File: src/log_record_deframer_crc32c_top_defines.svh
// ----------------------------------------------------------------------------
// Log record deframer assertion macros
// Concurrent assertion wrappers clocked on clk, disabled during reset.
// ----------------------------------------------------------------------------
`ifndef LOG_RECORD_DEFRAMER_CRC32C_TOP_DEFINES_SVH
`define LOG_RECORD_DEFRAMER_CRC32C_TOP_DEFINES_SVH
`ifndef ASSERT_OFF
`define LRD_ASSERT(lbl, prop) \
	lbl: assert property (@(posedge clk) disable iff (!arst_n) (prop)) \
		else $error("log record deframer assertion failed");
`define LRD_ASSERT_NEXT(lbl, pre, post) \
	lbl: assert property (@(posedge clk) disable iff (!arst_n) (pre) |=> (post)) \
		else $error("log record deframer assertion failed");
`else
`define LRD_ASSERT(lbl, prop)
`define LRD_ASSERT_NEXT(lbl, pre, post)
`endif
`endif

File: src/lrd_pkg.sv
// ----------------------------------------------------------------------------
// Log record deframer package
// Phase, kind and status codes, result types and the bytewise CRC32C.
// ----------------------------------------------------------------------------
package lrd_pkg;

	localparam logic [3:0] PH_SIZE  = 4'd0;
	localparam logic [3:0] PH_CRC   = 4'd1;
	localparam logic [3:0] PH_SEQ   = 4'd2;
	localparam logic [3:0] PH_EP    = 4'd3;
	localparam logic [3:0] PH_TAB   = 4'd4;
	localparam logic [3:0] PH_OP    = 4'd5;
	localparam logic [3:0] PH_VER   = 4'd6;
	localparam logic [3:0] PH_TIME  = 4'd7;
	localparam logic [3:0] PH_SLEN  = 4'd8;
	localparam logic [3:0] PH_SBODY = 4'd9;
	localparam logic [3:0] PH_TRAIL = 4'd10;

	localparam logic [1:0] KIND_BYTE    = 2'd0;
	localparam logic [1:0] KIND_VERDICT = 2'd1;
	localparam logic [1:0] KIND_END     = 2'd2;

	localparam logic [2:0] ST_OK        = 3'd0;
	localparam logic [2:0] ST_TRUNC     = 3'd1;
	localparam logic [2:0] ST_SHORT     = 3'd2;
	localparam logic [2:0] ST_CRC       = 3'd3;
	localparam logic [2:0] ST_MALFORMED = 3'd4;

	localparam logic        CFG_CHECKSUM_ENABLE = 1'b0;
	localparam logic        CFG_LOG_LENGTH      = 1'b1;

	localparam logic [31:0] CRC_POLY = 32'h82F63B78;
	localparam logic [31:0] ALL_ONES = 32'hFFFFFFFF;

	typedef struct packed {
		logic [1:0]  kind;
		logic [1:0]  string_index;
		logic [7:0]  byte_value;
		logic [63:0] record_seq;
		logic [63:0] endpoint_number;
		logic [63:0] table_number;
		logic [7:0]  operation;
		logic [63:0] version_number;
		logic [63:0] timestamp_us;
		logic [2:0]  status;
		logic [63:0] highest_seq;
	} result_t;

	typedef struct packed {
		logic [2:0] vld;
		result_t    r0;
		result_t    r1;
		result_t    r2;
	} step_out_t;

	typedef struct packed {
		logic [2:0] count;
		logic       room;
	} fifo_status_t;

	function automatic logic [31:0] crc_byte(input logic [31:0] crc_in, input logic [7:0] b);
		logic [31:0] c;
		c = crc_in ^ {24'd0, b};
		for (int i = 0; i < 8; i++) begin
			c = (c >> 1) ^ (c[0] ? CRC_POLY : 32'd0);
		end
		return c;
	endfunction

endpackage

File: src/lrd_result_fifo.sv
// ----------------------------------------------------------------------------
// Log record deframer result queue
// Four-entry queue taking up to three results a cycle, one leaving per cycle unless out_stall holds it.
// ----------------------------------------------------------------------------
module lrd_result_fifo (
	input  logic                  clk,
	input  logic                  arst_n,
	input  lrd_pkg::step_out_t    push,
	output logic                  out_valid,
	input  logic                  out_stall,
	output lrd_pkg::result_t      head,
	output lrd_pkg::fifo_status_t st
);

	lrd_pkg::result_t q_q [4];
	logic [1:0] head_q, tail_q;
	logic [2:0] count_q;
	logic       pop;
	logic [1:0] npush;
	logic [1:0] w1, w2;

	assign out_valid = count_q != 3'd0;
	assign pop       = out_valid && !out_stall;
	assign head      = q_q[head_q];
	assign npush     = {1'b0, push.vld[0]} + {1'b0, push.vld[1]} + {1'b0, push.vld[2]};
	assign w1        = tail_q + {1'b0, push.vld[0]};
	assign w2        = w1 + {1'b0, push.vld[1]};
	assign st.count  = count_q;
	assign st.room   = (count_q - {2'b00, pop}) <= 3'd1;

	always_ff @(posedge clk) begin
		if (push.vld[0])
			q_q[tail_q] <= push.r0;
		if (push.vld[1])
			q_q[w1] <= push.r1;
		if (push.vld[2])
			q_q[w2] <= push.r2;
	end

	always_ff @(posedge clk or negedge arst_n) begin
		if (!arst_n) begin
			head_q  <= '0;
			tail_q  <= '0;
			count_q <= '0;
		end else begin
			head_q  <= head_q + {1'b0, pop};
			tail_q  <= tail_q + npush;
			count_q <= count_q + {1'b0, npush} - {2'b00, pop};
		end
	end

endmodule

File: config.mk
export PLATFORM = sky130hd
export DESIGN_NAME = lrd_result_fifo
export DESIGN_NICKNAME = d
export VERILOG_FILES = /design/src/log_record_deframer_crc32c_top_defines.svh /design/src/lrd_pkg.sv /design/src/lrd_result_fifo.sv
export SDC_FILE = /design/constraint.sdc
export NUM_CORES = 2
export LEC_CHECK = 0
export BUFFER_PORTS_ARGS = -buffer_cell sky130_fd_sc_hd__buf_4
export CAP_MARGIN = 20
export CORE_AREA = 5 5 631 633
export DETAILED_ROUTE_END_ITERATION = 12
export DIE_AREA = 0 0 636 638
export PLACE_DENSITY = 0.41
export SYNTH_ARGS = -nofsm -noshare
export SYNTH_HDL_FRONTEND = slang
export SYNTH_SLANG_ARGS = --single-unit
File: constraint.sdc
create_clock -name clk -period 28.9 [get_ports clk]
set_clock_uncertainty 0.1 [all_clocks]
set_input_delay 5.78 -clock clk [delete_from_list [all_inputs] [get_ports clk]]
set_output_delay 5.78 -clock clk [all_outputs]
set_load 0.01 [all_outputs]
# ---- Yosys cells after proc, flatten, opt, wreduce, memory -nomap -nowiden
# Memories as Yosys holds them, arrays and structs flattened.
# Cells that the tools add are included.
dict set report classes {
  n_addsub 9
  n_lt_le_gt_ge 1
  mux 6
  n_reduce_logical 3
}
# cell count
set op_table {}
lappend op_table {{$add 2x1->2} 4}
lappend op_table {{$mux 1} 6}
lappend op_table {{$sub 3x1->3} 2}
lappend op_table {{$add 3x2->3} 1}
lappend op_table {{$le 3x1->1 const B} 1}
lappend op_table {{$reduce_bool 3->1} 1}
lappend op_table {{$add 1x1->2} 1}
lappend op_table {{$add 2x2->2} 1}
lappend op_table {{$logic_and 1x1->1} 1}
lappend op_table {{$logic_not 1->1} 1}
dict set report totals {
  ff_bits 7
  ramBits 1628
  n_memories 1
}
# name words width rd rd_ports_with_merged_regs write_ports line
set memory_table {}
lappend memory_table {q_q 4 407 1 0 3 lrd_result_fifo.sv:15} ;# lrd_pkg::result_t q_q [4];

# ---- Depth between registers and ports, before layout
dict set report depth {
  depth_word 4
  depth_mapped 10
}

# ---- Worst setup path after synthesis
# No wires, ideal clock.
dict set report synth_timing {
  kind {input -> register}
  from {in push[1221] in the netlist's numbering}
  to {mem q_q[0][0] in the netlist's numbering, enable pin}
  t_arrival_ns 26.178
  path_slack_ns 1.274
  path_stages 2
  n_path_buf 0
  cell_sequence {nand2b_1 -> o221ai_1}
}
# item line
set synth_rtl {}
lappend synth_rtl {{start: declaration} lrd_result_fifo.sv:8} ;# input lrd_pkg::step_out_t push,
lappend synth_rtl {{end: declaration} lrd_result_fifo.sv:15}

==> impl_metrics.csv <==
group,metric,value,unit
synthesis,syn_area_per_cell,9.92,sq um
routing,drt_iter0_markers,13300,
die,die-area,406000,sq um
power,peakVddDrop,0.218,mV
power,leakagePower,37.3,nW
clock_network,cts_setup_buffers,0,
clock_network,clk_latency,0.91,ns
synthesis,synth_cells,9959,
clock_network,postCtsHoldBufs,0,
final_layout,layoutNonFillerInstCount,16300,
final_layout,area_delta_synth_final,22.6,%
global_routing,met1_usage,30.5,%
critical_path,required,23.02,ns
global_routing,busiest_layer,"met2",
critical_path,critPathMaxFanout,3,
die,fp.dieW,636,um
synthesis,ys_ff_latch,1635,
routing,dr.pass1.iters,10,
routing,vias_per_cell,6.11,
critical_path,worstSetupPathType,"input pin to primary output",
die,die_h,638,um
sta,setup_viol,0,
place,portBuffers,1638,
sta,relSlewSlack,-1.76,%
min_path,worstHoldPathType,"flop to flop",
clock_network,clockBufferDepth,4,
sta,rsz0062_at_grt,"false",
sta,finalSetupTns,0,ns
sta,slew_viol_final,30,
clock_network,cts_tree,"done",
global_routing,grt_usage,25.5,%
routing,route.detailed.drc,0,
outcome,outcome,"complete, but fails checks",
place,dpl.hpwl,338000,um
synthesis,syn_area,98800,sq um
routing,routedWlPerCell,33.7,um
die,core,391000,sq um
synthesis,yosysSeqAreaShare,49.7,%
synthesis,synth_fp_nets,11200,
final_layout,post-route-util,31.0,%
clock_network,cts_repair_resize_count,0,
final_layout,final_area,121000,sq um
clock_network,numCtsBuffers,211,
power,swShare,49.5,%
critical_path,end_kind,"primary output",
die,ios,1639,
sta,period_needed,13.02,ns
clock_network,htreeDepth,4,
global_routing,gr-total-overflow,0,
critical_path,crit_arrival,7.14,ns
power,p_sw,0.00893,W
sta,fmax,76.8,MHz
routing,vias,99400,
global_routing,grt_use_met2,40.5,%
global_routing,grt_use_met3,6.78,%
place,dp.cells,15700,
sta,hold_violations,0,
power,seqPwrFrac,28.2,%
power,p_comb_share,57.5,%
sta,fin_crit_sh,45.0,%
global_routing,grt_pass1_vias,92700,
power,p_int,0.00912,W
clock_network,clkTransAtPathRegs,0.05,ns
routing,ant_nets,0,
clock_network,clock-sinks,1635,
place,gp_congestion,0.847,
sta,worst_pin_slew,1.53,ns
global_routing,grt_pass1_wl,761000,um
outcome,violations,"max-slew violations",
critical_path,startpoint_type,"input pin",
power,p_per_area,149,nW/um^2
final_layout,drive_gt1_share,23.6,%
global_routing,grt_max_degree,246,
final_layout,nFillCells,40100,
power,clkPwrFrac,14.3,%
sta,whs,0.468,ns
global_routing,antenna_found_initial,307,
final_layout,nets,11900,
place,placed_area,114000,sq um
synthesis,synthDistinctLibCells,29,
routing,wirelength,548000,um
die,rows,230,
job,max_cap_viol_count,0,
die,initial_utilization,25.2,%
synthesis,ys_warn_count,0,
clock_network,root_buffer,"clkbuf_16",
[metrics by stage]
stage	power (W)	worst slack, ns
after global routing	0.0188	15.86
after global placement	0.0153	15.84
after floorplan	0.0123	1.27
after CTS	0.0181	15.89
after detailed placement	0.0155	15.88
final	0.0181	15.88
[state kept, by name, indices dropped and copies added (netlist names)]
signal,flops
count_q,3
q_q,1628
tail_q,2
head_q,2
[cell usage in the layout, fill, tap and decap left out, types with 22 or more instances in the layout]
master,instances
clkbuf_16,214
edfxtp_1,1628
clkbuf_1,48
o21ai_0,1628
buf_12,22
diode_2,213
a31oi_1,1628
buf_4,1811
clkinv_1,49
clkinv_2,45
nor3_1,1628
mux4_2,407
nand3_1,1628
[power by group through the flow]
stage                     combinational (W)  clock [W]  sequential [W]
final                                0.0104    0.00258         0.00509
after global routing                 0.0109    0.00272         0.00520
after detailed placement             0.0103          0         0.00514
after global placement               0.0103          0         0.00508
after floorplan                     0.00584          0         0.00648
after CTS                            0.0104    0.00264         0.00509
[logic make-up (layout without fill, tap and decap cells)]
family / after synthesis / after routing / share of synthesized area, %
compound gates: 3260 / 3260 / 18.6
buf+inv: 1365 / 2227 / 5.58
simple gates: 3271 / 3271 / 16.6
mux: 407 / 407 / 9.28
flops: 1635 / 1635 / 49.7
fa+ha+maj: 11 / 11 / 0.155
xor+xnor: 10 / 10 / 0.144
other cells: 0 / 213 / 0
[layout make-up]
| class | instances | area [sq um] | area share, % |
|---|---|---|---|
| antenna | 213 | 533 | 0.440 |
| timing repair buffer | 1837 | 14100 | 11.7 |
| clock inverter | 120 | 945 | 0.780 |
| clock buffer | 262 | 5540 | 4.57 |
| multi-input combinational | 6959 | 44400 | 36.6 |
| inverter | 8 | 30.0 | 0.0248 |
| tap | 5220 | 6530 | 5.39 |
| sequential | 1635 | 49100 | 40.5 |
[worst max-delay path: stages]
cell     delay (ns)
buf_4          0.11
nor2b_1        0.31
ha_1           0.23
ha_1           0.17
xnor2_1        0.12
and2_1         0.25
buf_4          0.17
[final timing paths]
path | from | endpoint | slack, ns | depth (start not counted)
max reg2reg | tail_q[0] | q_q[0][187] | 22.29 | 9
max in group asynchronous | arst_n | head_q[1] | 23.96 | 1
max | out_stall | st[0] | 15.88 | 7
min reg2reg | count_q[0] | count_q[0] | 0.47 | 1
min in group asynchronous | arst_n | count_q[2] | 4.58 | 1
min | count_q[0] | count_q[0] | 0.47 | 1
[synth_stat cells (all sizes together)]
cell type	instances	share of area, %
nand3	1630	8.3
a31oi	1628	10
edfxtp	1628	49
nor3	1628	8.2
o21ai	1628	8.2
clkbuf	998	3.8
mux4	407	9.3
buf	359	1.8
ha	9	0.11
inv	8	0.030
dfrtp	7	0.18
xnor2	6	0.072
nand2b	4	0.025
o221ai	4	0.035
nand2	3	0.011
and2	2	0.013
fa	2	0.041
nor2b	2	0.013
xor2	2	0.025
or2	1	0.0063
or3	1	0.0063
xnor3	1	0.023
xor3	1	0.024
[per-layer routing]
| metal | vias to the layer above | wire length [um] |
|---|---|---|
| met3 | 1290 | 54300 |
| met4 | 144 | 37700 |
| met1 | 49700 | 200000 |
| met5 | - | 918 |
| met2 | 6710 | 255000 |
| li1 | 41500 | - |
No activity file was read; power rests on OpenSTA's default activity.
