<file path="src/log_record_deframer_crc32c_top_defines.svh">
// ----------------------------------------------------------------------------
// Log record deframer assertion macros
// Concurrent assertion wrappers clocked on clk, disabled during reset.
// ----------------------------------------------------------------------------
`ifndef LOG_RECORD_DEFRAMER_CRC32C_TOP_DEFINES_SVH
`define LOG_RECORD_DEFRAMER_CRC32C_TOP_DEFINES_SVH
`ifndef ASSERT_OFF
`define LRD_ASSERT(lbl, prop) \
	lbl: assert property (@(posedge clk) disable iff (!arst_n) (prop)) \
		else $error("log record deframer assertion failed");
`define LRD_ASSERT_NEXT(lbl, pre, post) \
	lbl: assert property (@(posedge clk) disable iff (!arst_n) (pre) |=> (post)) \
		else $error("log record deframer assertion failed");
`else
`define LRD_ASSERT(lbl, prop)
`define LRD_ASSERT_NEXT(lbl, pre, post)
`endif
`endif

</file>
<file path="src/lrd_pkg.sv">
// ----------------------------------------------------------------------------
// Log record deframer package
// Phase, kind and status codes, result types and the bytewise CRC32C.
// ----------------------------------------------------------------------------
package lrd_pkg;

	localparam logic [3:0] PH_SIZE  = 4'd0;
	localparam logic [3:0] PH_CRC   = 4'd1;
	localparam logic [3:0] PH_SEQ   = 4'd2;
	localparam logic [3:0] PH_EP    = 4'd3;
	localparam logic [3:0] PH_TAB   = 4'd4;
	localparam logic [3:0] PH_OP    = 4'd5;
	localparam logic [3:0] PH_VER   = 4'd6;
	localparam logic [3:0] PH_TIME  = 4'd7;
	localparam logic [3:0] PH_SLEN  = 4'd8;
	localparam logic [3:0] PH_SBODY = 4'd9;
	localparam logic [3:0] PH_TRAIL = 4'd10;

	localparam logic [1:0] KIND_BYTE    = 2'd0;
	localparam logic [1:0] KIND_VERDICT = 2'd1;
	localparam logic [1:0] KIND_END     = 2'd2;

	localparam logic [2:0] ST_OK        = 3'd0;
	localparam logic [2:0] ST_TRUNC     = 3'd1;
	localparam logic [2:0] ST_SHORT     = 3'd2;
	localparam logic [2:0] ST_CRC       = 3'd3;
	localparam logic [2:0] ST_MALFORMED = 3'd4;

	localparam logic        CFG_CHECKSUM_ENABLE = 1'b0;
	localparam logic        CFG_LOG_LENGTH      = 1'b1;

	localparam logic [31:0] CRC_POLY = 32'h82F63B78;
	localparam logic [31:0] ALL_ONES = 32'hFFFFFFFF;

	typedef struct packed {
		logic [1:0]  kind;
		logic [1:0]  string_index;
		logic [7:0]  byte_value;
		logic [63:0] record_seq;
		logic [63:0] endpoint_number;
		logic [63:0] table_number;
		logic [7:0]  operation;
		logic [63:0] version_number;
		logic [63:0] timestamp_us;
		logic [2:0]  status;
		logic [63:0] highest_seq;
	} result_t;

	typedef struct packed {
		logic [2:0] vld;
		result_t    r0;
		result_t    r1;
		result_t    r2;
	} step_out_t;

	typedef struct packed {
		logic [2:0] count;
		logic       room;
	} fifo_status_t;

	function automatic logic [31:0] crc_byte(input logic [31:0] crc_in, input logic [7:0] b);
		logic [31:0] c;
		c = crc_in ^ {24'd0, b};
		for (int i = 0; i < 8; i++) begin
			c = (c >> 1) ^ (c[0] ? CRC_POLY : 32'd0);
		end
		return c;
	endfunction

endpackage

</file>
<file path="src/lrd_core.sv">
// ----------------------------------------------------------------------------
// Log record deframer core
// Record state and the per-byte parse step producing up to three results.
// ----------------------------------------------------------------------------
module lrd_core (
	input  logic               clk,
	input  logic               arst_n,
	input  logic               go,
	input  logic [7:0]         data,
	input  logic               checksum_enable,
	input  logic [47:0]        log_length,
	output lrd_pkg::step_out_t res,
	output logic               stopped
);

	logic [3:0]  phase_q, n_phase;
	logic [3:0]  fbc_q, n_fbc;
	logic [31:0] rbc_q, n_rbc;
	logic [31:0] total_q, n_total;
	logic [31:0] hcrc_q, n_hcrc;
	logic [31:0] crc_q, n_crc;
	logic [63:0] seq_q, n_seq;
	logic [63:0] ep_q, n_ep;
	logic [63:0] tab_q, n_tab;
	logic [7:0]  op_q, n_op;
	logic [63:0] ver_q, n_ver;
	logic [63:0] ts_q, n_ts;
	logic [31:0] srem_q, n_srem;
	logic [1:0]  cur_q, n_cur;
	logic [47:0] seen_q, n_seen;
	logic        stop_q, n_stop;
	logic [63:0] high_q, n_high;

	logic        rem_zero, lt8, rem_zero2, lt82, at_start, do_verdict, mal, crc_bad;
	logic [47:0] diff, diff2;
	logic [48:0] reach;
	logic [2:0]  vstat;

	always_comb begin
		n_phase = phase_q; n_fbc = fbc_q; n_rbc = rbc_q; n_total = total_q;
		n_hcrc = hcrc_q; n_crc = crc_q; n_seq = seq_q; n_ep = ep_q; n_tab = tab_q;
		n_op = op_q; n_ver = ver_q; n_ts = ts_q; n_srem = srem_q; n_cur = cur_q;
		n_seen = seen_q; n_stop = stop_q; n_high = high_q;
		res = '0;
		do_verdict = 1'b0;
		mal = 1'b0;
		crc_bad = 1'b0;
		vstat = lrd_pkg::ST_OK;
		diff = log_length - seen_q;
		rem_zero = seen_q >= log_length;
		lt8 = rem_zero || (diff < 48'd8);
		at_start = (phase_q == lrd_pkg::PH_SIZE) && (fbc_q == 4'd0);
		reach = '0;
		diff2 = '0;
		rem_zero2 = 1'b0;
		lt82 = 1'b0;
		if (go && !stop_q) begin
			if (at_start && lt8) begin
				res.vld[2] = 1'b1;
				res.r2.kind = lrd_pkg::KIND_END;
				res.r2.status = rem_zero ? lrd_pkg::ST_OK : lrd_pkg::ST_TRUNC;
				res.r2.highest_seq = high_q;
				n_stop = 1'b1;
			end else if (!at_start && rem_zero) begin
				res.vld[2] = 1'b1;
				res.r2.kind = lrd_pkg::KIND_END;
				res.r2.status = lrd_pkg::ST_TRUNC;
				res.r2.highest_seq = high_q;
				n_stop = 1'b1;
			end else begin
				n_seen = seen_q + 48'd1;
				n_rbc = rbc_q + 32'd1;
				if (phase_q == lrd_pkg::PH_SIZE || phase_q == lrd_pkg::PH_CRC) begin
					if (phase_q == lrd_pkg::PH_SIZE)
						n_total[{fbc_q[1:0], 3'b000} +: 8] = data;
					else
						n_hcrc[{fbc_q[1:0], 3'b000} +: 8] = data;
					n_fbc = fbc_q + 4'd1;
					if (n_fbc == 4'd4) begin
						n_fbc = 4'd0;
						if (phase_q == lrd_pkg::PH_SIZE) begin
							n_phase = lrd_pkg::PH_CRC;
						end else begin
							n_phase = lrd_pkg::PH_SEQ;
							reach = {1'b0, n_seen} - 49'd8 + {17'd0, n_total};
							if (n_total < 32'd8) begin
								res.vld[2] = 1'b1;
								res.r2.kind = lrd_pkg::KIND_END;
								res.r2.status = lrd_pkg::ST_SHORT;
								res.r2.highest_seq = high_q;
								n_stop = 1'b1;
							end else if (reach > {1'b0, log_length}) begin
								res.vld[2] = 1'b1;
								res.r2.kind = lrd_pkg::KIND_END;
								res.r2.status = lrd_pkg::ST_TRUNC;
								res.r2.highest_seq = high_q;
								n_stop = 1'b1;
							end else if (n_total == 32'd8) begin
								do_verdict = 1'b1;
							end
						end
					end
				end else begin
					n_crc = lrd_pkg::crc_byte(crc_q, data);
					unique case (phase_q)
						lrd_pkg::PH_SEQ, lrd_pkg::PH_EP, lrd_pkg::PH_TAB,
						lrd_pkg::PH_VER, lrd_pkg::PH_TIME: begin
							unique case (phase_q)
								lrd_pkg::PH_SEQ: n_seq[{fbc_q[2:0], 3'b000} +: 8] = data;
								lrd_pkg::PH_EP:  n_ep[{fbc_q[2:0], 3'b000} +: 8] = data;
								lrd_pkg::PH_TAB: n_tab[{fbc_q[2:0], 3'b000} +: 8] = data;
								lrd_pkg::PH_VER: n_ver[{fbc_q[2:0], 3'b000} +: 8] = data;
								default:         n_ts[{fbc_q[2:0], 3'b000} +: 8] = data;
							endcase
							n_fbc = fbc_q + 4'd1;
							if (n_fbc == 4'd8) begin
								n_fbc = 4'd0;
								n_phase = phase_q + 4'd1;
							end
						end
						lrd_pkg::PH_OP: begin
							n_op = data;
							n_phase = lrd_pkg::PH_VER;
						end
						lrd_pkg::PH_SLEN: begin
							n_srem[{fbc_q[1:0], 3'b000} +: 8] = data;
							n_fbc = fbc_q + 4'd1;
							if (n_fbc == 4'd4) begin
								n_fbc = 4'd0;
								if (n_srem == 32'd0) begin
									if (cur_q >= 2'd2) begin
										n_phase = lrd_pkg::PH_TRAIL;
									end else begin
										n_cur = cur_q + 2'd1;
										n_phase = lrd_pkg::PH_SLEN;
										n_srem = 32'd0;
									end
								end else begin
									n_phase = lrd_pkg::PH_SBODY;
								end
							end
						end
						lrd_pkg::PH_SBODY: begin
							res.vld[0] = 1'b1;
							res.r0.kind = lrd_pkg::KIND_BYTE;
							res.r0.string_index = cur_q;
							res.r0.byte_value = data;
							res.r0.highest_seq = high_q;
							n_srem = srem_q - 32'd1;
							if (n_srem == 32'd0) begin
								if (cur_q >= 2'd2) begin
									n_phase = lrd_pkg::PH_TRAIL;
								end else begin
									n_cur = cur_q + 2'd1;
									n_phase = lrd_pkg::PH_SLEN;
									n_srem = 32'd0;
								end
							end
						end
						default: ;
					endcase
					do_verdict = (n_rbc == n_total);
				end
				if (do_verdict) begin
					mal = (n_phase != lrd_pkg::PH_TRAIL);
					crc_bad = checksum_enable && ((n_crc ^ lrd_pkg::ALL_ONES) != n_hcrc);
					if (crc_bad)
						vstat = lrd_pkg::ST_CRC;
					else if (mal)
						vstat = lrd_pkg::ST_MALFORMED;
					if (vstat == lrd_pkg::ST_OK && n_seq > high_q)
						n_high = n_seq;
					res.vld[1] = 1'b1;
					res.r1.kind = lrd_pkg::KIND_VERDICT;
					res.r1.record_seq = n_seq;
					res.r1.endpoint_number = n_ep;
					res.r1.table_number = n_tab;
					res.r1.operation = n_op;
					res.r1.version_number = n_ver;
					res.r1.timestamp_us = n_ts;
					res.r1.status = vstat;
					res.r1.highest_seq = n_high;
					diff2 = log_length - n_seen;
					rem_zero2 = n_seen >= log_length;
					lt82 = rem_zero2 || (diff2 < 48'd8);
					if (vstat != lrd_pkg::ST_OK) begin
						res.vld[2] = 1'b1;
						res.r2.kind = lrd_pkg::KIND_END;
						res.r2.status = vstat;
						res.r2.highest_seq = n_high;
						n_stop = 1'b1;
					end else begin
						n_phase = lrd_pkg::PH_SIZE; n_fbc = '0; n_rbc = '0; n_total = '0;
						n_hcrc = '0; n_crc = lrd_pkg::ALL_ONES; n_seq = '0; n_ep = '0;
						n_tab = '0; n_op = '0; n_ver = '0; n_ts = '0; n_srem = '0;
						n_cur = '0;
						if (lt82) begin
							res.vld[2] = 1'b1;
							res.r2.kind = lrd_pkg::KIND_END;
							res.r2.status = rem_zero2 ? lrd_pkg::ST_OK : lrd_pkg::ST_TRUNC;
							res.r2.highest_seq = n_high;
							n_stop = 1'b1;
						end
					end
				end
			end
		end
	end

	always_ff @(posedge clk or negedge arst_n) begin
		if (!arst_n) begin
			phase_q <= lrd_pkg::PH_SIZE; fbc_q <= '0; rbc_q <= '0; total_q <= '0;
			hcrc_q <= '0; crc_q <= lrd_pkg::ALL_ONES; seq_q <= '0; ep_q <= '0;
			tab_q <= '0; op_q <= '0; ver_q <= '0; ts_q <= '0; srem_q <= '0;
			cur_q <= '0; seen_q <= '0; stop_q <= 1'b0; high_q <= '0;
		end else begin
			phase_q <= n_phase; fbc_q <= n_fbc; rbc_q <= n_rbc; total_q <= n_total;
			hcrc_q <= n_hcrc; crc_q <= n_crc; seq_q <= n_seq; ep_q <= n_ep;
			tab_q <= n_tab; op_q <= n_op; ver_q <= n_ver; ts_q <= n_ts;
			srem_q <= n_srem; cur_q <= n_cur; seen_q <= n_seen; stop_q <= n_stop;
			high_q <= n_high;
		end
	end

	assign stopped = stop_q;

endmodule

</file>
<file path="config.mk">
export PLATFORM = sky130hd
export DESIGN_NAME = lrd_core
export DESIGN_NICKNAME = d
export VERILOG_FILES = /design/src/log_record_deframer_crc32c_top_defines.svh /design/src/lrd_pkg.sv /design/src/lrd_core.sv
export SDC_FILE = /design/constraint.sdc
export NUM_CORES = 2
export LEC_CHECK = 0
export ABC_AREA = 1
export BUFFER_PORTS_ARGS = -buffer_cell sky130_fd_sc_hd__buf_2
export CAP_MARGIN = 20
export CORE_AREA = 2 2 507 509
export DETAILED_ROUTE_END_ITERATION = 7
export DIE_AREA = 0 0 509 511
export PLACE_DENSITY_LB_ADDON = 0.2
export SLEW_MARGIN = 20
export SYNTH_ARGS = -nofsm -noshare
export SYNTH_HDL_FRONTEND = slang
export SYNTH_SLANG_ARGS = --single-unit
</file>
<file path="constraint.sdc">
create_clock -name clk -period 9.45 [get_ports clk]
set_input_delay 0 -clock clk [delete_from_list [all_inputs] [get_ports clk]]
set_output_delay 0 -clock clk [all_outputs]
set_load 0.02 [all_outputs]
</file>
; ---- Yosys cells after proc, flatten, opt, wreduce, memory -nomap -nowiden
; Cells that the tools add are included.
; Widths: inputs -> output; s select.
[totals]
reg_bits = 611
inputBits = 60
out_inout_bits = 1225
elab_cells = 270
[op_classes]
n_addsub = 12
order_cmp = 8
n_eq_ne = 15
shift = 4
n_mux = 181
bitwise_logic = 12
n_reduce_logical = 21
[op_table]
columns = operator, count
row1 = $mux 64, 31
row2 = $mux 32, 39
row3 = $mux 397, 2
row4 = $mux 395, 2
row5 = $mux 66, 7
row6 = $mux 67, 6
row7 = $bwmux 64, 5
row8 = $xor 31x32->32, 8
row9 = $bwmux 32, 3
row10 = $ge 48x48->1, 2
row11 = $lt 48x4->1 const B, 2
row12 = $sub 48x48->48, 2
row13 = $mux 65, 1
row14 = $gt 64x64->1, 1
row15 = $logic_not 32->1, 2
row16 = $mux 4, 16
row17 = $pmux 32 s2, 1
row18 = $shift 8x8->64 const A, 1
row19 = $shiftx 8x8->64, 1
row20 = $add 49x32->49, 1
row21 = $gt 49x48->1, 1
row22 = $sub 48x4->49 const B, 1
row23 = $add 48x1->48 const B, 1
row24 = $mux 2, 19
row25 = 40 further kinds, 98

; ---- Longest topological paths before layout
[logic_depth]
ltp_word = 38
ltp_mapped = 49
ltp_nobuf = 46

; ---- Worst setup path after synthesis
; No wires, ideal clock.
[synth_path]
path_type = register -> output
start = register fbc_q[0]
end = output port res[472] (netlist name)
t_arrival_ns = 6.796
required_time_ns = 9.450
slack_ns = 2.654
path_stages_with_launch = 40
cell_sequence = dfrtp_1 -> inv_1 -> ha_1 -> buf_2 -> inv_2 -> nand2_1 -> nor2_1 -> nand2_1 -> o22ai_1 -> ha_1 -> ha_1 -> inv_1 -> fa_1 -> o21ai_0 -> a21oi_1 -> o21ai_0 -> inv_1 -> o21ai_0 -> (+4 left out) -> nand2_1 -> nand2_1 -> a31oi_1 -> xnor2_1 -> ha_1 -> nand2_1 -> nor4_1 -> nand3_1 -> nor4_1 -> nand4_1 -> nand2_1 -> nand3_1 -> nand2_1 -> nand2_1 -> buf_2 -> buf_2 -> nor2_1 -> buf_4
[synth_lines]
columns = item, line
row1 = from (decl), lrd_core.sv:17  ; logic [3:0] fbc_q, n_fbc;
row2 = from (signal assigned), lrd_core.sv:217  ; phase_q <= n_phase; fbc_q <= n_fbc; rbc_q <= n_rbc; total_q <= n_total;
row3 = to (decl), lrd_core.sv:12  ; output lrd_pkg::step_out_t res,

==> flow_summary.ini <==
[timing]
tightest_slew_ns = 1.25
clock-skew-final_ns = 0.0655
post-route-period-util_pct = 95.0
finalSetupViolCount = 0
finalWorstPathRequiredPeriod_ns = 8.98
final-hold-violation-count = 0
post-route-worst-setup-slack_ns = 0.469
final.setup.tns_ns = 0
slew_violations = 0
maxClockFrequency_mhz = 111
smallest_hold_slack_ns = 0.0624
slew-limit-headroom_pct = 16.9
rsz0062_at_grt = no

[global_route]
grt_usage_pct = 21.0
grt_pass1_vias = 58600
grt_max_degree = 205
first_pass_grt_wire_length_um = 412000
grt.overflow.total = 0
grt_antenna_before_repair = 14

[layout]
n_fill_cell = 29300
multi_input_area_um2 = 37200
sequential_cell_area_um2 = 15300
fraction_of_final_layout_cells_sized_beyond_drive_strength_1_pct = 9.27
area_growth_from_synthesis_to_layout_pct = 11.5
fin_nets = 10900

[critical_path]
crit_arrival_ns = 8.98
worst_path_largest_cell_delay_ns = 0.77
crit_required_ns = 9.45
critical-path-slowest-cell = sky130_fd_sc_hd__o21ai_0
path_max_fanout = 20
kind_of_capture_point_of_the_worst_setup_path = primary output
worst_path_most_repeated_cell = sky130_fd_sc_hd__nand2_1
crit_path_start = fbc_q[1]
worstSetupStartpointType = flop
critPathKind = reg -> out
crit-reg2reg-launch = fbc_q[1]

[place]
dpl_worst_slack_ns = 0.370
place_congestion = 0.963
detailedPlacementHpwl_um = 222000
port_buffers = 601

[clock_network]
clk_pin_slew_ns = 0.06
cts.sinks = 611
cts-buffers-inserted = 84
cts-root-buf = sky130_fd_sc_hd__clkbuf_16
cts_tree = done
maximum_count_of_clock_buffers_along_a_single_path = 3
worstSkewPairLatency_ns = 0.74
h-tree-depth = 3

[power_and_ir_drop]
total_power_uw = 7000
max-vdd-ir-drop_mv = 0.124
cellLeakagePower_uw = 0.0367
power.density_cell_area_nw_per_um2 = 101

[floorplan]
initial_core_util_pct = 24.4
design.core.area_um2 = 255000
fp.dieH_um = 511
ioPinCount = 1285
floorplan.die_area_um2 = 260000
rows = 186
fp.dieW_um = 509

[logic_synthesis]
synth.ff_latch_count = 611
synth_area_leader_cell = sky130_fd_sc_hd__dfrtp_1
dominantRegCellSynth = sky130_fd_sc_hd__dfrtp_1
synth_warnings = 0
synthDominantCellAreaShare_pct = 23.3
fraction_of_registers_with_async_set_reset_pct = 100
syn_inst = 10200
netlist-cell-type-count = 56
synthesis.area_per_instance_um2 = 6.13
synth-seq-area-share_pct = 24.6
synth.cell_area_um2 = 62300
synth_edf_count = 0
synth_area_leaders = sky130_fd_sc_hd__dfrtp_1 23%, sky130_fd_sc_hd__nand2_1 17%, sky130_fd_sc_hd__inv_1 8.6%, sky130_fd_sc_hd__buf_4 8.4%, sky130_fd_sc_hd__nor2_1 6.2%

[flow_run]
max_cap_viol_count = 0

[route]
total_wirelength_um = 287000
drc_errors = 0
dr.pass1.iters = 8
drtAntennaViolNets = 0
average_vias_per_placed_instance = 4.64
route.vias.total = 65100
drt-wirelength-per-cell_um = 20.5
first_iter_violations = 6295

[outcome]
run_status = finished clean

[hold_path]
worst_hold_path_type = in -> reg
hp-start = go
[state kept, by name, summed over array words and instances (netlist names), 48 cells and up]
name / flops
ep_q: 64
seq_q: 64
high_q: 64
tab_q: 64
ver_q: 64
seen_q: 48
ts_q: 64
[cells in the mapped netlist (all sizes together) (48+ instances only)]
master,instances
a21oi,318
buf,914
clkbuf,177
dfrtp,579
ha,303
inv,1453
nand2,2889
nand3,651
nand3b,146
nand4,195
nor2,1037
nor3,185
o21ai,815
o22ai,75
xnor2,48
xor2,137
[layout by cell type (no fill, tap or decap), types with 32 or more instances in the layout]
cell type / instances
sky130_fd_sc_hd__a21oi_1: 314
sky130_fd_sc_hd__buf_2: 600
sky130_fd_sc_hd__buf_4: 106
sky130_fd_sc_hd__clkbuf_16: 85
sky130_fd_sc_hd__conb_1: 683
sky130_fd_sc_hd__dfrtp_1: 579
sky130_fd_sc_hd__dfstp_2: 32
sky130_fd_sc_hd__ha_1: 303
sky130_fd_sc_hd__inv_1: 1430
sky130_fd_sc_hd__nand2_1: 2866
sky130_fd_sc_hd__nand3_1: 646
sky130_fd_sc_hd__nand3b_1: 146
sky130_fd_sc_hd__nand4_1: 195
sky130_fd_sc_hd__nor2_1: 1019
sky130_fd_sc_hd__nor3_1: 181
sky130_fd_sc_hd__o21ai_0: 523
sky130_fd_sc_hd__o21ai_1: 290
sky130_fd_sc_hd__o22ai_1: 74
sky130_fd_sc_hd__xnor2_1: 48
sky130_fd_sc_hd__xor2_1: 137
[path summary, 6_finish.rpt]
path | endpoint | slack, ns | depth (start not counted)
worst max-delay path | res[63] | 0.47 | 29
worst min-delay path | phase_q[1] | 0.06 | 6
worst max register to register | ver_q[43] | 1.02 | 39
max in group asynchronous | seen_q[38] | 7.12 | 5
min in group asynchronous | crc_q[11] | 0.54 | 3
worst min register to register | ts_q[51] | 0.47 | 2
[layout make-up]
cell class	count	area share [%]
clock inverter	24	0.611
clock buffer	128	3.60
timing repair buffer	732	6.13
sequential	611	22.1
multi-input combinational	7688	53.5
tap	3384	6.10
antenna	8	0.0288
inverter	1459	7.90
[critical path, delay by kind of cell, from the launching register on]
family	cells	cell delay (ns)
compound gates	7	2.19
fa+ha+maj	2	0.74
buf+inv	9	2.41
flops	1	0.47
simple gates	11	2.43
[layer usage]
metal  wire length [um]  share of wire (%)  up-vias  global-route usage, %
met1             133000                 46    30600                   30.1
met5                 13             0.0045        -                      0
met2             127000                 44     2511                   32.7
met4               7510                2.6        2                   5.13
met3              19400                6.7      270                   3.10
li1                   -                  -    31700                      -
[kinds of logic after synthesis]
logic type	count (synthesis)	synth area share [%]
AOI/OAI and AO/OA	1362	11.8
and+or+nand+nor	5152	34.8
buffers and inverters	2550	20.1
xor gates and xnor gates	185	2.60
other	1	0.00602
DFF	611	24.6
adders and majority gates	304	6.12
[metrics by stage]
stage | cells | cell area, um2 | util [%]
after floorplan | 10800 | 64800 | -
after global placement | 13900 | 66200 | 25.9
after detailed placement | 13900 | 66200 | 25.9
after CTS | 14000 | 69200 | 27.1
after global routing | 14000 | 69400 | 27.2
final | 14000 | 69400 | 27.2
[where the power goes]
group	internal (uW)	total [uW]	switching, uW	leakage (uW)
clock network	2030	3470	1440	0.00142
logic	171	909	738	0.0281
registers	2620	2620	0	0.00725
total	4820	7000	2180	0.0367
[what timing repair did]
action	CTS	global route
pin swaps	0	3
hold endpoints to repair	139	0
setup buffers	0	9
cloned	0	2
resized for setup	5	18
endpoints found under the setup margin	230	501
hold buffers	6	0
(Power assumes the default switching activity.)
